**src/hw/rtl/stog_pkg.sv**
```systemverilog
// Shared types and constants for the spiral tile order generator.
// No dependencies; compiled first.
package stog_pkg;

   // Configuration register indexes and widths
   localparam int CSR_IDX_W  = 2;
   localparam int CSR_DATA_W = 13;

   localparam logic [CSR_IDX_W-1:0] CSR_GRID_SIZE    = 2'd0;
   localparam logic [CSR_IDX_W-1:0] CSR_IMAGE_WIDTH  = 2'd1;
   localparam logic [CSR_IDX_W-1:0] CSR_IMAGE_HEIGHT = 2'd2;
   localparam logic [CSR_IDX_W-1:0] CSR_WORKER_COUNT = 2'd3;

   localparam int CFG_GRID_W   = 9;
   localparam int CFG_PIX_W    = 13;
   localparam int CFG_WORKER_W = 7;

   localparam logic [CFG_GRID_W-1:0]   GRID_SIZE_RST    = 9'd8;
   localparam logic [CFG_PIX_W-1:0]    IMAGE_WIDTH_RST  = 13'd640;
   localparam logic [CFG_PIX_W-1:0]    IMAGE_HEIGHT_RST = 13'd480;
   localparam logic [CFG_WORKER_W-1:0] WORKER_COUNT_RST = 7'd4;

   // Result field widths
   localparam int TILE_OUT_W   = 8;
   localparam int WORKER_OUT_W = 6;

   // Coordinates behave as 32-bit unsigned counters when they leave the grid
   localparam int COORD_W = 32;

   // Serial divider: product of a 32-bit coordinate and a pixel dimension
   localparam int PROD_W     = COORD_W + CFG_PIX_W;
   localparam int DIV_STEP   = 4;
   localparam int DIV_CYCLES = (PROD_W + DIV_STEP - 1) / DIV_STEP;
   localparam int DVD_W      = DIV_CYCLES * DIV_STEP;
   localparam int DIV_CNT_W  = $clog2(DIV_CYCLES);

   // Walk headings
   typedef logic [1:0] heading_type;
   localparam heading_type HEAD_RIGHT = 2'd0;
   localparam heading_type HEAD_DOWN  = 2'd1;
   localparam heading_type HEAD_LEFT  = 2'd2;
   localparam heading_type HEAD_UP    = 2'd3;

   // Divider passes
   typedef logic [1:0] pass_type;
   localparam pass_type PASS_X      = 2'd0;
   localparam pass_type PASS_Y      = 2'd1;
   localparam pass_type PASS_WORKER = 2'd2;

   typedef struct packed {
      logic     walk_en;   // advance or restart the walk
      logic     div_load;  // load dividend and divisor for pass
      logic     div_step;  // run one divider step
      logic     div_last;  // final cycle of the pass, capture result
      pass_type pass;
      logic     out_load;  // move result into output register
   } ctrl_cmd_type;

   typedef struct packed {
      logic item_valid;    // current item emits a tile
   } dpath_status_type;

endpackage

```
**src/hw/rtl/stog_if.sv**
```systemverilog
// Request and response channel interfaces for the spiral tile order generator.
// Depends on stog_pkg.
interface stog_req_if;
   logic valid;
   logic ready;
   logic restart;

   modport source (output valid, output restart, input ready);
   modport sink   (input valid, input restart, output ready);
endinterface

interface stog_rsp_if #(
   parameter int PIXEL_BITS = 13
);
   import stog_pkg::*;

   logic                    valid;
   logic                    ready;
   logic [PIXEL_BITS-1:0]   pixel_x;
   logic [PIXEL_BITS-1:0]   pixel_y;
   logic [TILE_OUT_W-1:0]   tile_col;
   logic [TILE_OUT_W-1:0]   tile_row;
   logic [WORKER_OUT_W-1:0] worker_id;
   logic                    is_last;
   logic                    valid_res;

   modport source (output valid, output pixel_x, output pixel_y, output tile_col,
                   output tile_row, output worker_id, output is_last, output valid_res,
                   input ready);
   modport sink   (input valid, input pixel_x, input pixel_y, input tile_col,
                   input tile_row, input worker_id, input is_last, input valid_res,
                   output ready);
endinterface

```
**src/hw/rtl/stog_ctrl.sv**
```systemverilog
// Controller for the spiral tile order generator: sequences walk update,
// three divider passes and the output register. Depends on stog_pkg.
module stog_ctrl (
   input  logic                       clock,
   input  logic                       reset,
   input  logic                       req_valid,
   output logic                       req_ready,
   output logic                       rsp_valid,
   input  logic                       rsp_ready,
   input  stog_pkg::dpath_status_type status,
   output stog_pkg::ctrl_cmd_type     cmd
);
   import stog_pkg::*;

   localparam logic [1:0] S_IDLE = 2'd0;
   localparam logic [1:0] S_LOAD = 2'd1;
   localparam logic [1:0] S_RUN  = 2'd2;
   localparam logic [1:0] S_OUT  = 2'd3;

   logic [1:0]           state_ff, state_in;
   pass_type             pass_ff, pass_in;
   logic [DIV_CNT_W-1:0] cnt_ff, cnt_in;
   logic                 rsp_valid_ff, rsp_valid_in;
   logic                 cnt_last;

   assign cnt_last = (cnt_ff == DIV_CNT_W'(DIV_CYCLES - 1));

   always_comb begin
      state_in  = state_ff;
      pass_in   = pass_ff;
      cnt_in    = cnt_ff;
      req_ready = 1'b0;
      cmd       = '0;
      cmd.pass  = pass_ff;

      case (state_ff)
         S_IDLE: begin
            req_ready = 1'b1;
            if (req_valid) begin
               cmd.walk_en = 1'b1;
               pass_in     = PASS_X;
               state_in    = S_LOAD;
            end
         end
         S_LOAD: begin
            // invalid items skip the divider, all fields go out as zero
            if (!status.item_valid) begin
               state_in = S_OUT;
            end else begin
               cmd.div_load = 1'b1;
               cnt_in       = '0;
               state_in     = S_RUN;
            end
         end
         S_RUN: begin
            cmd.div_step = 1'b1;
            cnt_in       = cnt_ff + DIV_CNT_W'(1);
            if (cnt_last) begin
               cmd.div_last = 1'b1;
               case (pass_ff)
                  PASS_X: begin
                     pass_in  = PASS_Y;
                     state_in = S_LOAD;
                  end
                  PASS_Y: begin
                     pass_in  = PASS_WORKER;
                     state_in = S_LOAD;
                  end
                  default: begin
                     state_in = S_OUT;
                  end
               endcase
            end
         end
         S_OUT: begin
            if (!rsp_valid_ff || rsp_ready) begin
               cmd.out_load = 1'b1;
               state_in     = S_IDLE;
            end
         end
         default: begin
            state_in = S_IDLE;
         end
      endcase
   end

   always_comb begin
      if (cmd.out_load) begin
         rsp_valid_in = 1'b1;
      end else if (rsp_ready) begin
         rsp_valid_in = 1'b0;
      end else begin
         rsp_valid_in = rsp_valid_ff;
      end
   end

   assign rsp_valid = rsp_valid_ff;

   always_ff @(posedge clock) begin
      if (reset) begin
         state_ff     <= S_IDLE;
         pass_ff      <= PASS_X;
         cnt_ff       <= '0;
         rsp_valid_ff <= 1'b0;
      end else begin
         state_ff     <= state_in;
         pass_ff      <= pass_in;
         cnt_ff       <= cnt_in;
         rsp_valid_ff <= rsp_valid_in;
      end
   end

endmodule

```
**src/hw/rtl/stog_dpath.sv**
```systemverilog
// Datapath for the spiral tile order generator: walk state, shared serial
// divider and output register. Depends on stog_pkg.
module stog_dpath #(
   parameter int MAX_GRID_SIZE = 256,
   parameter int MAX_WORKERS   = 64,
   parameter int PIXEL_BITS    = 13,
   localparam int GW = $clog2(MAX_GRID_SIZE + 1),
   localparam int WW = $clog2(MAX_WORKERS + 1)
) (
   input  logic                                 clock,
   input  logic                                 reset,
   input  stog_pkg::ctrl_cmd_type               cmd,
   output stog_pkg::dpath_status_type           status,
   input  logic                                 restart,
   input  logic [GW-1:0]                        grid_eff,
   input  logic [WW-1:0]                        workers_eff,
   input  logic [stog_pkg::CFG_PIX_W-1:0]       image_width,
   input  logic [stog_pkg::CFG_PIX_W-1:0]       image_height,
   output logic [PIXEL_BITS-1:0]                pixel_x,
   output logic [PIXEL_BITS-1:0]                pixel_y,
   output logic [stog_pkg::TILE_OUT_W-1:0]      tile_col,
   output logic [stog_pkg::TILE_OUT_W-1:0]      tile_row,
   output logic [stog_pkg::WORKER_OUT_W-1:0]    worker_id,
   output logic                                 is_last,
   output logic                                 valid_res
);
   import stog_pkg::*;

   localparam int CW    = $clog2(MAX_GRID_SIZE) + 3;  // signed coordinate
   localparam int LW    = $clog2(MAX_GRID_SIZE) + 2;  // leg length
   localparam int TW    = 2 * $clog2(MAX_GRID_SIZE);  // tile index
   localparam int DVS_W = (GW > WW) ? GW : WW;
   localparam int RW    = DVS_W + 1;

   // walk state
   logic signed [CW-1:0] col_ff, col_in, row_ff, row_in;
   heading_type          heading_ff, heading_in;
   logic [LW-1:0]        leg_ff, leg_in, steps_ff, steps_in, steps_dec;
   logic [TW-1:0]        tidx_ff, tidx_in;
   logic                 done_ff, done_in;
   logic                 item_valid_ff, item_valid_in;
   logic                 item_last_ff, item_last_in;

   logic [2*GW-1:0]      grid_sq;
   logic [TW-1:0]        last_idx;
   logic [GW-1:0]        half, center;
   logic [COORD_W-1:0]   col32, row32;

   // divider
   logic [DVD_W-1:0]      dvd_ff, dvd_in;
   logic [DVS_W-1:0]      dvs_ff;
   logic [RW-1:0]         rem_ff, rem_in;
   logic [PIXEL_BITS-1:0] quo_ff, quo_in;
   logic [COORD_W-1:0]    mul_a;
   logic [CFG_PIX_W-1:0]  mul_b;
   logic [PROD_W-1:0]     product;

   // per-item results
   logic [PIXEL_BITS-1:0]   px_ff, py_ff;
   logic [WORKER_OUT_W-1:0] wid_ff;

   // output register
   logic [PIXEL_BITS-1:0]   out_px_ff, out_py_ff;
   logic [TILE_OUT_W-1:0]   out_col_ff, out_row_ff;
   logic [WORKER_OUT_W-1:0] out_wid_ff;
   logic                    out_last_ff, out_valid_ff;

   assign grid_sq  = (2*GW)'(grid_eff) * (2*GW)'(grid_eff);
   assign last_idx = TW'(grid_sq - (2*GW)'(1));
   assign half     = grid_eff >> 1;
   assign center   = grid_eff[0] ? half : half - GW'(1);
   assign col32    = COORD_W'(col_ff);
   assign row32    = COORD_W'(row_ff);

   always_comb begin
      col_in        = col_ff;
      row_in        = row_ff;
      heading_in    = heading_ff;
      leg_in        = leg_ff;
      steps_in      = steps_ff;
      tidx_in       = tidx_ff;
      done_in       = done_ff;
      item_valid_in = item_valid_ff;
      item_last_in  = item_last_ff;
      steps_dec     = (steps_ff != '0) ? steps_ff - LW'(1) : steps_ff;

      if (cmd.walk_en) begin
         if (restart) begin
            col_in        = CW'(center);
            row_in        = CW'(center);
            heading_in    = HEAD_RIGHT;
            leg_in        = LW'(1);
            steps_in      = LW'(1);
            tidx_in       = '0;
            done_in       = (last_idx == '0);
            item_valid_in = 1'b1;
            item_last_in  = (last_idx == '0);
         end else if (done_ff || tidx_ff >= last_idx) begin
            done_in       = 1'b1;
            item_valid_in = 1'b0;
            item_last_in  = 1'b0;
         end else begin
            case (heading_ff)
               HEAD_RIGHT: col_in = col_ff + CW'(1);
               HEAD_DOWN:  row_in = row_ff + CW'(1);
               HEAD_LEFT:  col_in = col_ff - CW'(1);
               default:    row_in = row_ff - CW'(1);
            endcase
            steps_in = steps_dec;
            if (steps_dec == '0) begin
               heading_in = heading_ff + 2'd1;
               // legs grow after every second turn
               if (!heading_in[0]) begin
                  leg_in = leg_ff + LW'(1);
               end
               steps_in = leg_in;
            end
            tidx_in       = tidx_ff + TW'(1);
            done_in       = (tidx_in == last_idx);
            item_valid_in = 1'b1;
            item_last_in  = (tidx_in == last_idx);
         end
      end
   end

   always_ff @(posedge clock) begin
      if (reset) begin
         col_ff        <= '0;
         row_ff        <= '0;
         heading_ff    <= HEAD_RIGHT;
         leg_ff        <= LW'(1);
         steps_ff      <= LW'(1);
         tidx_ff       <= '0;
         done_ff       <= 1'b1;
         item_valid_ff <= 1'b0;
         item_last_ff  <= 1'b0;
      end else begin
         col_ff        <= col_in;
         row_ff        <= row_in;
         heading_ff    <= heading_in;
         leg_ff        <= leg_in;
         steps_ff      <= steps_in;
         tidx_ff       <= tidx_in;
         done_ff       <= done_in;
         item_valid_ff <= item_valid_in;
         item_last_ff  <= item_last_in;
      end
   end

   assign status.item_valid = item_valid_ff;

   // one shared multiplier feeds the divider load
   assign mul_a   = (cmd.pass == PASS_Y) ? row32 : col32;
   assign mul_b   = (cmd.pass == PASS_Y) ? image_height : image_width;
   assign product = PROD_W'(mul_a) * PROD_W'(mul_b);

   // restoring division, DIV_STEP quotient bits per cycle, MSB first
   always_comb begin
      rem_in = rem_ff;
      dvd_in = dvd_ff;
      quo_in = quo_ff;
      for (int k = 0; k < DIV_STEP; k++) begin
         rem_in = {rem_in[RW-2:0], dvd_in[DVD_W-1]};
         dvd_in = {dvd_in[DVD_W-2:0], 1'b0};
         if (rem_in >= {1'b0, dvs_ff}) begin
            rem_in = rem_in - {1'b0, dvs_ff};
            quo_in = {quo_in[PIXEL_BITS-2:0], 1'b1};
         end else begin
            quo_in = {quo_in[PIXEL_BITS-2:0], 1'b0};
         end
      end
   end

   always_ff @(posedge clock) begin
      if (cmd.div_load) begin
         rem_ff <= '0;
         quo_ff <= '0;
         if (cmd.pass == PASS_WORKER) begin
            dvd_ff <= DVD_W'(tidx_ff);
            dvs_ff <= DVS_W'(workers_eff);
         end else begin
            dvd_ff <= DVD_W'(product);
            dvs_ff <= DVS_W'(grid_eff);
         end
      end else if (cmd.div_step) begin
         rem_ff <= rem_in;
         dvd_ff <= dvd_in;
         quo_ff <= quo_in;
      end
   end

   always_ff @(posedge clock) begin
      if (cmd.div_step && cmd.div_last) begin
         case (cmd.pass)
            PASS_X:  px_ff  <= quo_in;
            PASS_Y:  py_ff  <= quo_in;
            default: wid_ff <= WORKER_OUT_W'(rem_in);
         endcase
      end
   end

   always_ff @(posedge clock) begin
      if (cmd.out_load) begin
         if (item_valid_ff) begin
            out_px_ff    <= px_ff;
            out_py_ff    <= py_ff;
            out_col_ff   <= TILE_OUT_W'(col32);
            out_row_ff   <= TILE_OUT_W'(row32);
            out_wid_ff   <= wid_ff;
            out_last_ff  <= item_last_ff;
            out_valid_ff <= 1'b1;
         end else begin
            out_px_ff    <= '0;
            out_py_ff    <= '0;
            out_col_ff   <= '0;
            out_row_ff   <= '0;
            out_wid_ff   <= '0;
            out_last_ff  <= 1'b0;
            out_valid_ff <= 1'b0;
         end
      end
   end

   assign pixel_x   = out_px_ff;
   assign pixel_y   = out_py_ff;
   assign tile_col  = out_col_ff;
   assign tile_row  = out_row_ff;
   assign worker_id = out_wid_ff;
   assign is_last   = out_last_ff;
   assign valid_res = out_valid_ff;

endmodule

```
**src/hw/rtl/spiral_tile_order_generator.sv**
```systemverilog
// Spiral tile order generator. Tile items: after the request transfer, the item runs
// three passes (load plus 12 steps) of the shared serial divider, then moves into
// the output register. Items that emit no tile skip the divider and go straight out.
// One item in flight; a finished result waits in the output register while the
// next item is taken, and holds back only the next result until it transfers.
// Reset (synchronous, active high) restores default registers; walk idle until restart.
module spiral_tile_order_generator #(
   parameter int MAX_GRID_SIZE = 256,
   parameter int MAX_WORKERS   = 64,
   parameter int PIXEL_BITS    = 13
) (
   input  logic                             clock,
   input  logic                             reset,
   stog_req_if.sink                         req_ch,
   stog_rsp_if.source                       rsp_ch,
   input  logic                             csr_we,
   input  logic [stog_pkg::CSR_IDX_W-1:0]   csr_index,
   input  logic [stog_pkg::CSR_DATA_W-1:0]  csr_wdata
);
   import stog_pkg::*;

   localparam int GW = $clog2(MAX_GRID_SIZE + 1);
   localparam int WW = $clog2(MAX_WORKERS + 1);

   logic [CFG_GRID_W-1:0]   grid_ff;
   logic [CFG_PIX_W-1:0]    width_ff, height_ff;
   logic [CFG_WORKER_W-1:0] workers_ff;
   logic [GW-1:0]           grid_eff;
   logic [WW-1:0]           workers_eff;

   ctrl_cmd_type            cmd;
   dpath_status_type        status;

   always_ff @(posedge clock) begin
      if (reset) begin
         grid_ff    <= GRID_SIZE_RST;
         width_ff   <= IMAGE_WIDTH_RST;
         height_ff  <= IMAGE_HEIGHT_RST;
         workers_ff <= WORKER_COUNT_RST;
      end else if (csr_we) begin
         case (csr_index)
            CSR_GRID_SIZE:    grid_ff    <= CFG_GRID_W'(csr_wdata);
            CSR_IMAGE_WIDTH:  width_ff   <= CFG_PIX_W'(csr_wdata);
            CSR_IMAGE_HEIGHT: height_ff  <= CFG_PIX_W'(csr_wdata);
            CSR_WORKER_COUNT: workers_ff <= CFG_WORKER_W'(csr_wdata);
            default: ;
         endcase
      end
   end

   // zero counts as one, oversize values saturate
   always_comb begin
      if (grid_ff == '0) begin
         grid_eff = GW'(1);
      end else if (grid_ff > MAX_GRID_SIZE) begin
         grid_eff = GW'(MAX_GRID_SIZE);
      end else begin
         grid_eff = GW'(grid_ff);
      end
      if (workers_ff == '0) begin
         workers_eff = WW'(1);
      end else if (workers_ff > MAX_WORKERS) begin
         workers_eff = WW'(MAX_WORKERS);
      end else begin
         workers_eff = WW'(workers_ff);
      end
   end

   stog_ctrl u_ctrl (
      .clock     (clock),
      .reset     (reset),
      .req_valid (req_ch.valid),
      .req_ready (req_ch.ready),
      .rsp_valid (rsp_ch.valid),
      .rsp_ready (rsp_ch.ready),
      .status    (status),
      .cmd       (cmd)
   );

   stog_dpath #(
      .MAX_GRID_SIZE (MAX_GRID_SIZE),
      .MAX_WORKERS   (MAX_WORKERS),
      .PIXEL_BITS    (PIXEL_BITS)
   ) u_dpath (
      .clock        (clock),
      .reset        (reset),
      .cmd          (cmd),
      .status       (status),
      .restart      (req_ch.restart),
      .grid_eff     (grid_eff),
      .workers_eff  (workers_eff),
      .image_width  (width_ff),
      .image_height (height_ff),
      .pixel_x      (rsp_ch.pixel_x),
      .pixel_y      (rsp_ch.pixel_y),
      .tile_col     (rsp_ch.tile_col),
      .tile_row     (rsp_ch.tile_row),
      .worker_id    (rsp_ch.worker_id),
      .is_last      (rsp_ch.is_last),
      .valid_res    (rsp_ch.valid_res)
   );

endmodule

```
**src/flat_wrapper.sv**
```systemverilog
// flat-port wrapper written by rule: the top's interface ports become plain ports
module spiral_tile_order_generator_flat import stog_pkg::*;
#(
   parameter int MAX_GRID_SIZE = 256,
   parameter int MAX_WORKERS   = 64,
   parameter int PIXEL_BITS    = 13
)
  (clock, reset, csr_we, csr_index, csr_wdata, req_ch_valid, req_ch_restart, req_ch_ready, rsp_ch_valid, rsp_ch_pixel_x, rsp_ch_pixel_y, rsp_ch_tile_col, rsp_ch_tile_row, rsp_ch_worker_id, rsp_ch_is_last, rsp_ch_valid_res, rsp_ch_ready);
  stog_req_if req_ch_i ();
  stog_rsp_if #(.PIXEL_BITS(PIXEL_BITS)) rsp_ch_i ();
  input  logic clock;
  input  logic reset;
  input  logic csr_we;
  input  logic [stog_pkg::CSR_IDX_W-1:0] csr_index;
  input  logic [stog_pkg::CSR_DATA_W-1:0] csr_wdata;
  input wire logic [$bits(req_ch_i.valid)-1:0] req_ch_valid;
  input wire logic [$bits(req_ch_i.restart)-1:0] req_ch_restart;
  output wire logic [$bits(req_ch_i.ready)-1:0] req_ch_ready;
  output wire logic [$bits(rsp_ch_i.valid)-1:0] rsp_ch_valid;
  output wire logic [$bits(rsp_ch_i.pixel_x)-1:0] rsp_ch_pixel_x;
  output wire logic [$bits(rsp_ch_i.pixel_y)-1:0] rsp_ch_pixel_y;
  output wire logic [$bits(rsp_ch_i.tile_col)-1:0] rsp_ch_tile_col;
  output wire logic [$bits(rsp_ch_i.tile_row)-1:0] rsp_ch_tile_row;
  output wire logic [$bits(rsp_ch_i.worker_id)-1:0] rsp_ch_worker_id;
  output wire logic [$bits(rsp_ch_i.is_last)-1:0] rsp_ch_is_last;
  output wire logic [$bits(rsp_ch_i.valid_res)-1:0] rsp_ch_valid_res;
  input wire logic [$bits(rsp_ch_i.ready)-1:0] rsp_ch_ready;
  assign req_ch_i.valid = req_ch_valid;
  assign req_ch_i.restart = req_ch_restart;
  assign req_ch_ready = req_ch_i.ready;
  assign rsp_ch_valid = rsp_ch_i.valid;
  assign rsp_ch_pixel_x = rsp_ch_i.pixel_x;
  assign rsp_ch_pixel_y = rsp_ch_i.pixel_y;
  assign rsp_ch_tile_col = rsp_ch_i.tile_col;
  assign rsp_ch_tile_row = rsp_ch_i.tile_row;
  assign rsp_ch_worker_id = rsp_ch_i.worker_id;
  assign rsp_ch_is_last = rsp_ch_i.is_last;
  assign rsp_ch_valid_res = rsp_ch_i.valid_res;
  assign rsp_ch_i.ready = rsp_ch_ready;
  spiral_tile_order_generator #(.MAX_GRID_SIZE(MAX_GRID_SIZE), .MAX_WORKERS(MAX_WORKERS), .PIXEL_BITS(PIXEL_BITS)) u_core (.clock(clock), .reset(reset), .req_ch(req_ch_i), .rsp_ch(rsp_ch_i), .csr_we(csr_we), .csr_index(csr_index), .csr_wdata(csr_wdata));
endmodule
```
**config.mk**
```make
export PLATFORM = sky130hd
export DESIGN_NAME = spiral_tile_order_generator_flat
export DESIGN_NICKNAME = d
export VERILOG_FILES = /design/src/hw/rtl/stog_pkg.sv /design/src/hw/rtl/stog_if.sv /design/src/hw/rtl/stog_ctrl.sv /design/src/hw/rtl/stog_dpath.sv /design/src/hw/rtl/spiral_tile_order_generator.sv /design/src/flat_wrapper.sv
export SDC_FILE = /design/constraint.sdc
export NUM_CORES = 1
export LEC_CHECK = 0
export BUFFER_PORTS_ARGS = -buffer_cell sky130_fd_sc_hd__buf_2
export CAP_MARGIN = 20
export CORE_MARGIN = 5
export CORE_UTILIZATION = 46
export DETAILED_ROUTE_END_ITERATION = 16
export PLACE_DENSITY = 0.59
export SYNTH_ARGS = -nofsm -noshare
export SYNTH_HDL_FRONTEND = slang
export SYNTH_SLANG_ARGS = --single-unit
```
**constraint.sdc**
```tcl
create_clock -name clock -period 11.6 [get_ports clock]
set_input_delay 0.58 -clock clock [delete_from_list [all_inputs] [get_ports clock]]
set_output_delay 0.58 -clock clock [all_outputs]
set_load 0.01 [all_outputs]
```
==> impl_metrics.env <==
export IMPL_ys_seq_area_share_pct=27.5
export IMPL_worstPathMaxFanout=12
export IMPL_root_buffer="clkbuf_16"
export IMPL_grt_max_degree=63
export IMPL_powerDensity_mw_per_mm2=211
export IMPL_cp_start_kind="flop"
export IMPL_worst_setup_path_end_kind="flop"
export IMPL_grt_pass1_wl_um=106000
export IMPL_timing_final_crit_share_pct=82.7
export IMPL_routed_via_density=5.59
export IMPL_core_area_mm2=0.0536
export IMPL_post_route_util_pct=50.4
export IMPL_finalSetupTns_ns=0
export IMPL_grt_pass1_vias=19000
export IMPL_drc_errors=0
export IMPL_top_layer_used="met4"
export IMPL_ir_drop_mv=0.344
export IMPL_final_common_cell="nand2_1"
export IMPL_dr_pass1_iters=5
export IMPL_die_w_um=242
export IMPL_ys_ff_latch=271
export IMPL_io_buffers=72
export IMPL_cts_tree="built"
export IMPL_antenna_found_initial=1
export IMPL_hp_class="input port to flop"
export IMPL_required_ns=12.08
export IMPL_h_tree_depth=1
export IMPL_critPathArrivalTime_ns=10.08
export IMPL_final_min_clock_period_ns=9.60
export IMPL_skew_ns=0.0338
export IMPL_cts_setup_buffers=0
export IMPL_avgRoutedWirePerCell_um=19.2
export IMPL_area_delta_synth_final_pct=8.97
export IMPL_routed_wl_met2_um=30300
export IMPL_cap_violations=0
export IMPL_dieArea_mm2=0.0587
export IMPL_syn_cell_area_mm2=0.0248
export IMPL_synth_edf_count=139
export IMPL_max_freq_mhz=104
export IMPL_cts_resized=0
export IMPL_drtIter0Drc=1287
export IMPL_fillers=5020
export IMPL_synth_top_flop_cell="edfxtp_1"
export IMPL_outcome="complete, no violations"
export IMPL_clock_latency_ns=0.59
export IMPL_die_h_um=242
export IMPL_ys_types=87
export IMPL_rsz0062_at_grt="false"
export IMPL_drv_slew=0
export IMPL_overflow=0
export IMPL_finalHoldViolCount=0
export IMPL_final_cell_mix="nand2_1, inv_1, fa_1"
export IMPL_clk_pin_slew_ns=0.06
export IMPL_routed_wl_met3_um=3900
export IMPL_syn_inst=2669
export IMPL_async_flop_share_pct=0
export IMPL_ys_warnings_count=0
export IMPL_worst_slew_pin_slew_ns=1.11
export IMPL_drive_above_1_share_pct=8.52
export IMPL_grt_usage_pct=22.0
export IMPL_pin_count=73
export IMPL_rows=85
export IMPL_ant_nets=0
export IMPL_crit_top_cell="ha_1"
export IMPL_cts_hold_buf=0
export IMPL_initial_core_util_pct=46.3
export IMPL_critPathKind="flop to flop"
export IMPL_vias=19200
export IMPL_cts_sinks=271
export IMPL_slowest_stage="o31ai_4"
export IMPL_max_slew_margin_pct=24.1
export IMPL_numCtsBuffers=30
export IMPL_avgSynthCellArea_um2=9.30
export IMPL_place_gp_congestion=0.918
export IMPL_wl_um=66100
export IMPL_cts_buffer_depth=3
export IMPL_hpwl_um=51700
export IMPL_setup_violations=0
export IMPL_crit_path_max_incr_delay_ns=0.50
export IMPL_final_nets=3176
export IMPL_power_leakage_nw=12.5
export IMPL_drt_met1_wl_um=30500
[kinds of logic after synthesis]
| family | after synthesis | share of synthesized area (%) |
|---|---|---|
| other | 2 | 0.0303 |
| buffers and inverters | 406 | 6.22 |
| and+or+nand+nor | 823 | 15.8 |
| xor gates and xnor gates | 121 | 4.44 |
| DFF | 271 | 27.5 |
| AOI/OAI and AO/OA | 530 | 13.8 |
| muxes | 83 | 3.56 |
| adders and majority gates | 433 | 28.7 |
[worst max-delay path, delay by kind of cell (launching register included)]
family	cells	cell delay, ns
AO/OA/AOI/OAI	18	4.47
flip-flops	1	0.42
adder cells (fa/ha/maj)	5	1.63
AND/OR/NAND/NOR	4	0.88
buffers and inverters	5	0.68
multiplexers	4	1.41
[final timing paths]
check,start,end,slack (ns),depth (start not counted)
hold / removal,csr_wdata[9],u_core.width_ff[9],0.26,3
setup reg to reg,u_core.u_dpath.dvd_ff[47],u_core.u_dpath.rem_ff[4],2.00,36
setup / recovery,u_core.u_dpath.dvd_ff[47],u_core.u_dpath.rem_ff[4],2.00,36
hold reg to reg,u_core.u_dpath.quo_ff[8],u_core.u_dpath.py_ff[12],0.46,0
[registers in the layout, summed over array words and instances (netlist names), 13 cells and up]
register and cells:
u_core.height_ff 13, u_core.u_dpath.dvd_ff 48, u_core.u_dpath.pixel_x 13, u_core.u_dpath.tidx_ff 16
u_core.u_dpath.py_ff 13, u_core.u_dpath.pixel_y 13, u_core.u_dpath.px_ff 13, u_core.width_ff 13
[report_power, final]
group / total [mW] / switching (mW) / internal [mW]
logic: 3.45 / 1.98 / 1.47
clock network: 0.995 / 0.404 / 0.591
registers: 1.26 / 0.0689 / 1.19
total: 5.71 / 2.46 / 3.25
[final cells by class]
cell class | count | area [um^2] | area share (%)
Clock inverter | 18 | 225 | 0.833
Sequential cell | 271 | 6820 | 25.2
Timing Repair Buffer | 99 | 577 | 2.13
Clock buffer | 37 | 817 | 3.02
Tap cell | 696 | 871 | 3.22
Multi-Input combinational cell | 2004 | 16500 | 61.2
Antenna cell | 1 | 2.50 | 0.00926
Inverter | 316 | 1190 | 4.39
[stage by stage]
stage	total power, mW	instance area, um^2	worst slack, ns	instances	hold WS, ns
2_1_floorplan	3.88	24900	3.26	2681	0.425
3_3_place_gp	4.64	25900	2.28	3380	0.439
3_5_place_dp	4.66	26000	2.15	3383	0.441
4_1_cts	5.70	27000	2.07	3438	0.234
5_1_grt	6.11	27000	1.43	3441	0.254
6_report	5.71	27000	2.00	3442	0.258
[synth_stat cells (all sizes together), types with 5 or more instances]
cell	instances	area (um^2)
o21a	24	180
xnor2	75	657
nor2b	29	181
fa	226	4520
mux2i	41	410
inv	315	1180
dfxtp	132	2640
nand3b	9	67.6
a211oi	19	155
o21bai	11	82.6
nand2	316	1190
nor3	44	231
o211a	9	90.1
edfxtp	139	4170
a22o	11	96.3
or3	12	75.1
o2111ai	9	78.8
a311oi	7	61.3
a21o	37	278
or4b	7	70.1
nand2b	36	225
o31ai	12	109
o21ai	115	576
and2	70	438
xor2	43	377
nand4	19	119
o31a	6	52.6
or2	12	75.1
a31oi	23	144
and3	15	93.8
a211o	6	52.6
nor2	169	637
o211ai	16	120
a2111oi	8	70.1
and4	5	43.8
a21boi	8	60.1
nand3	50	255
buf	12	63.8
ha	207	2590
clkbuf	78	294
mux2	42	473
a21oi	170	851
nor4	16	100
[layer usage]
metal,GRT usage [%],vias to the layer above
met1,32.1,9464
met5,0,-
li1,-,9206
met3,2.89,70
met4,4.36,0
met2,35.6,493
Note: power is estimated with default switching activity, not from simulation.
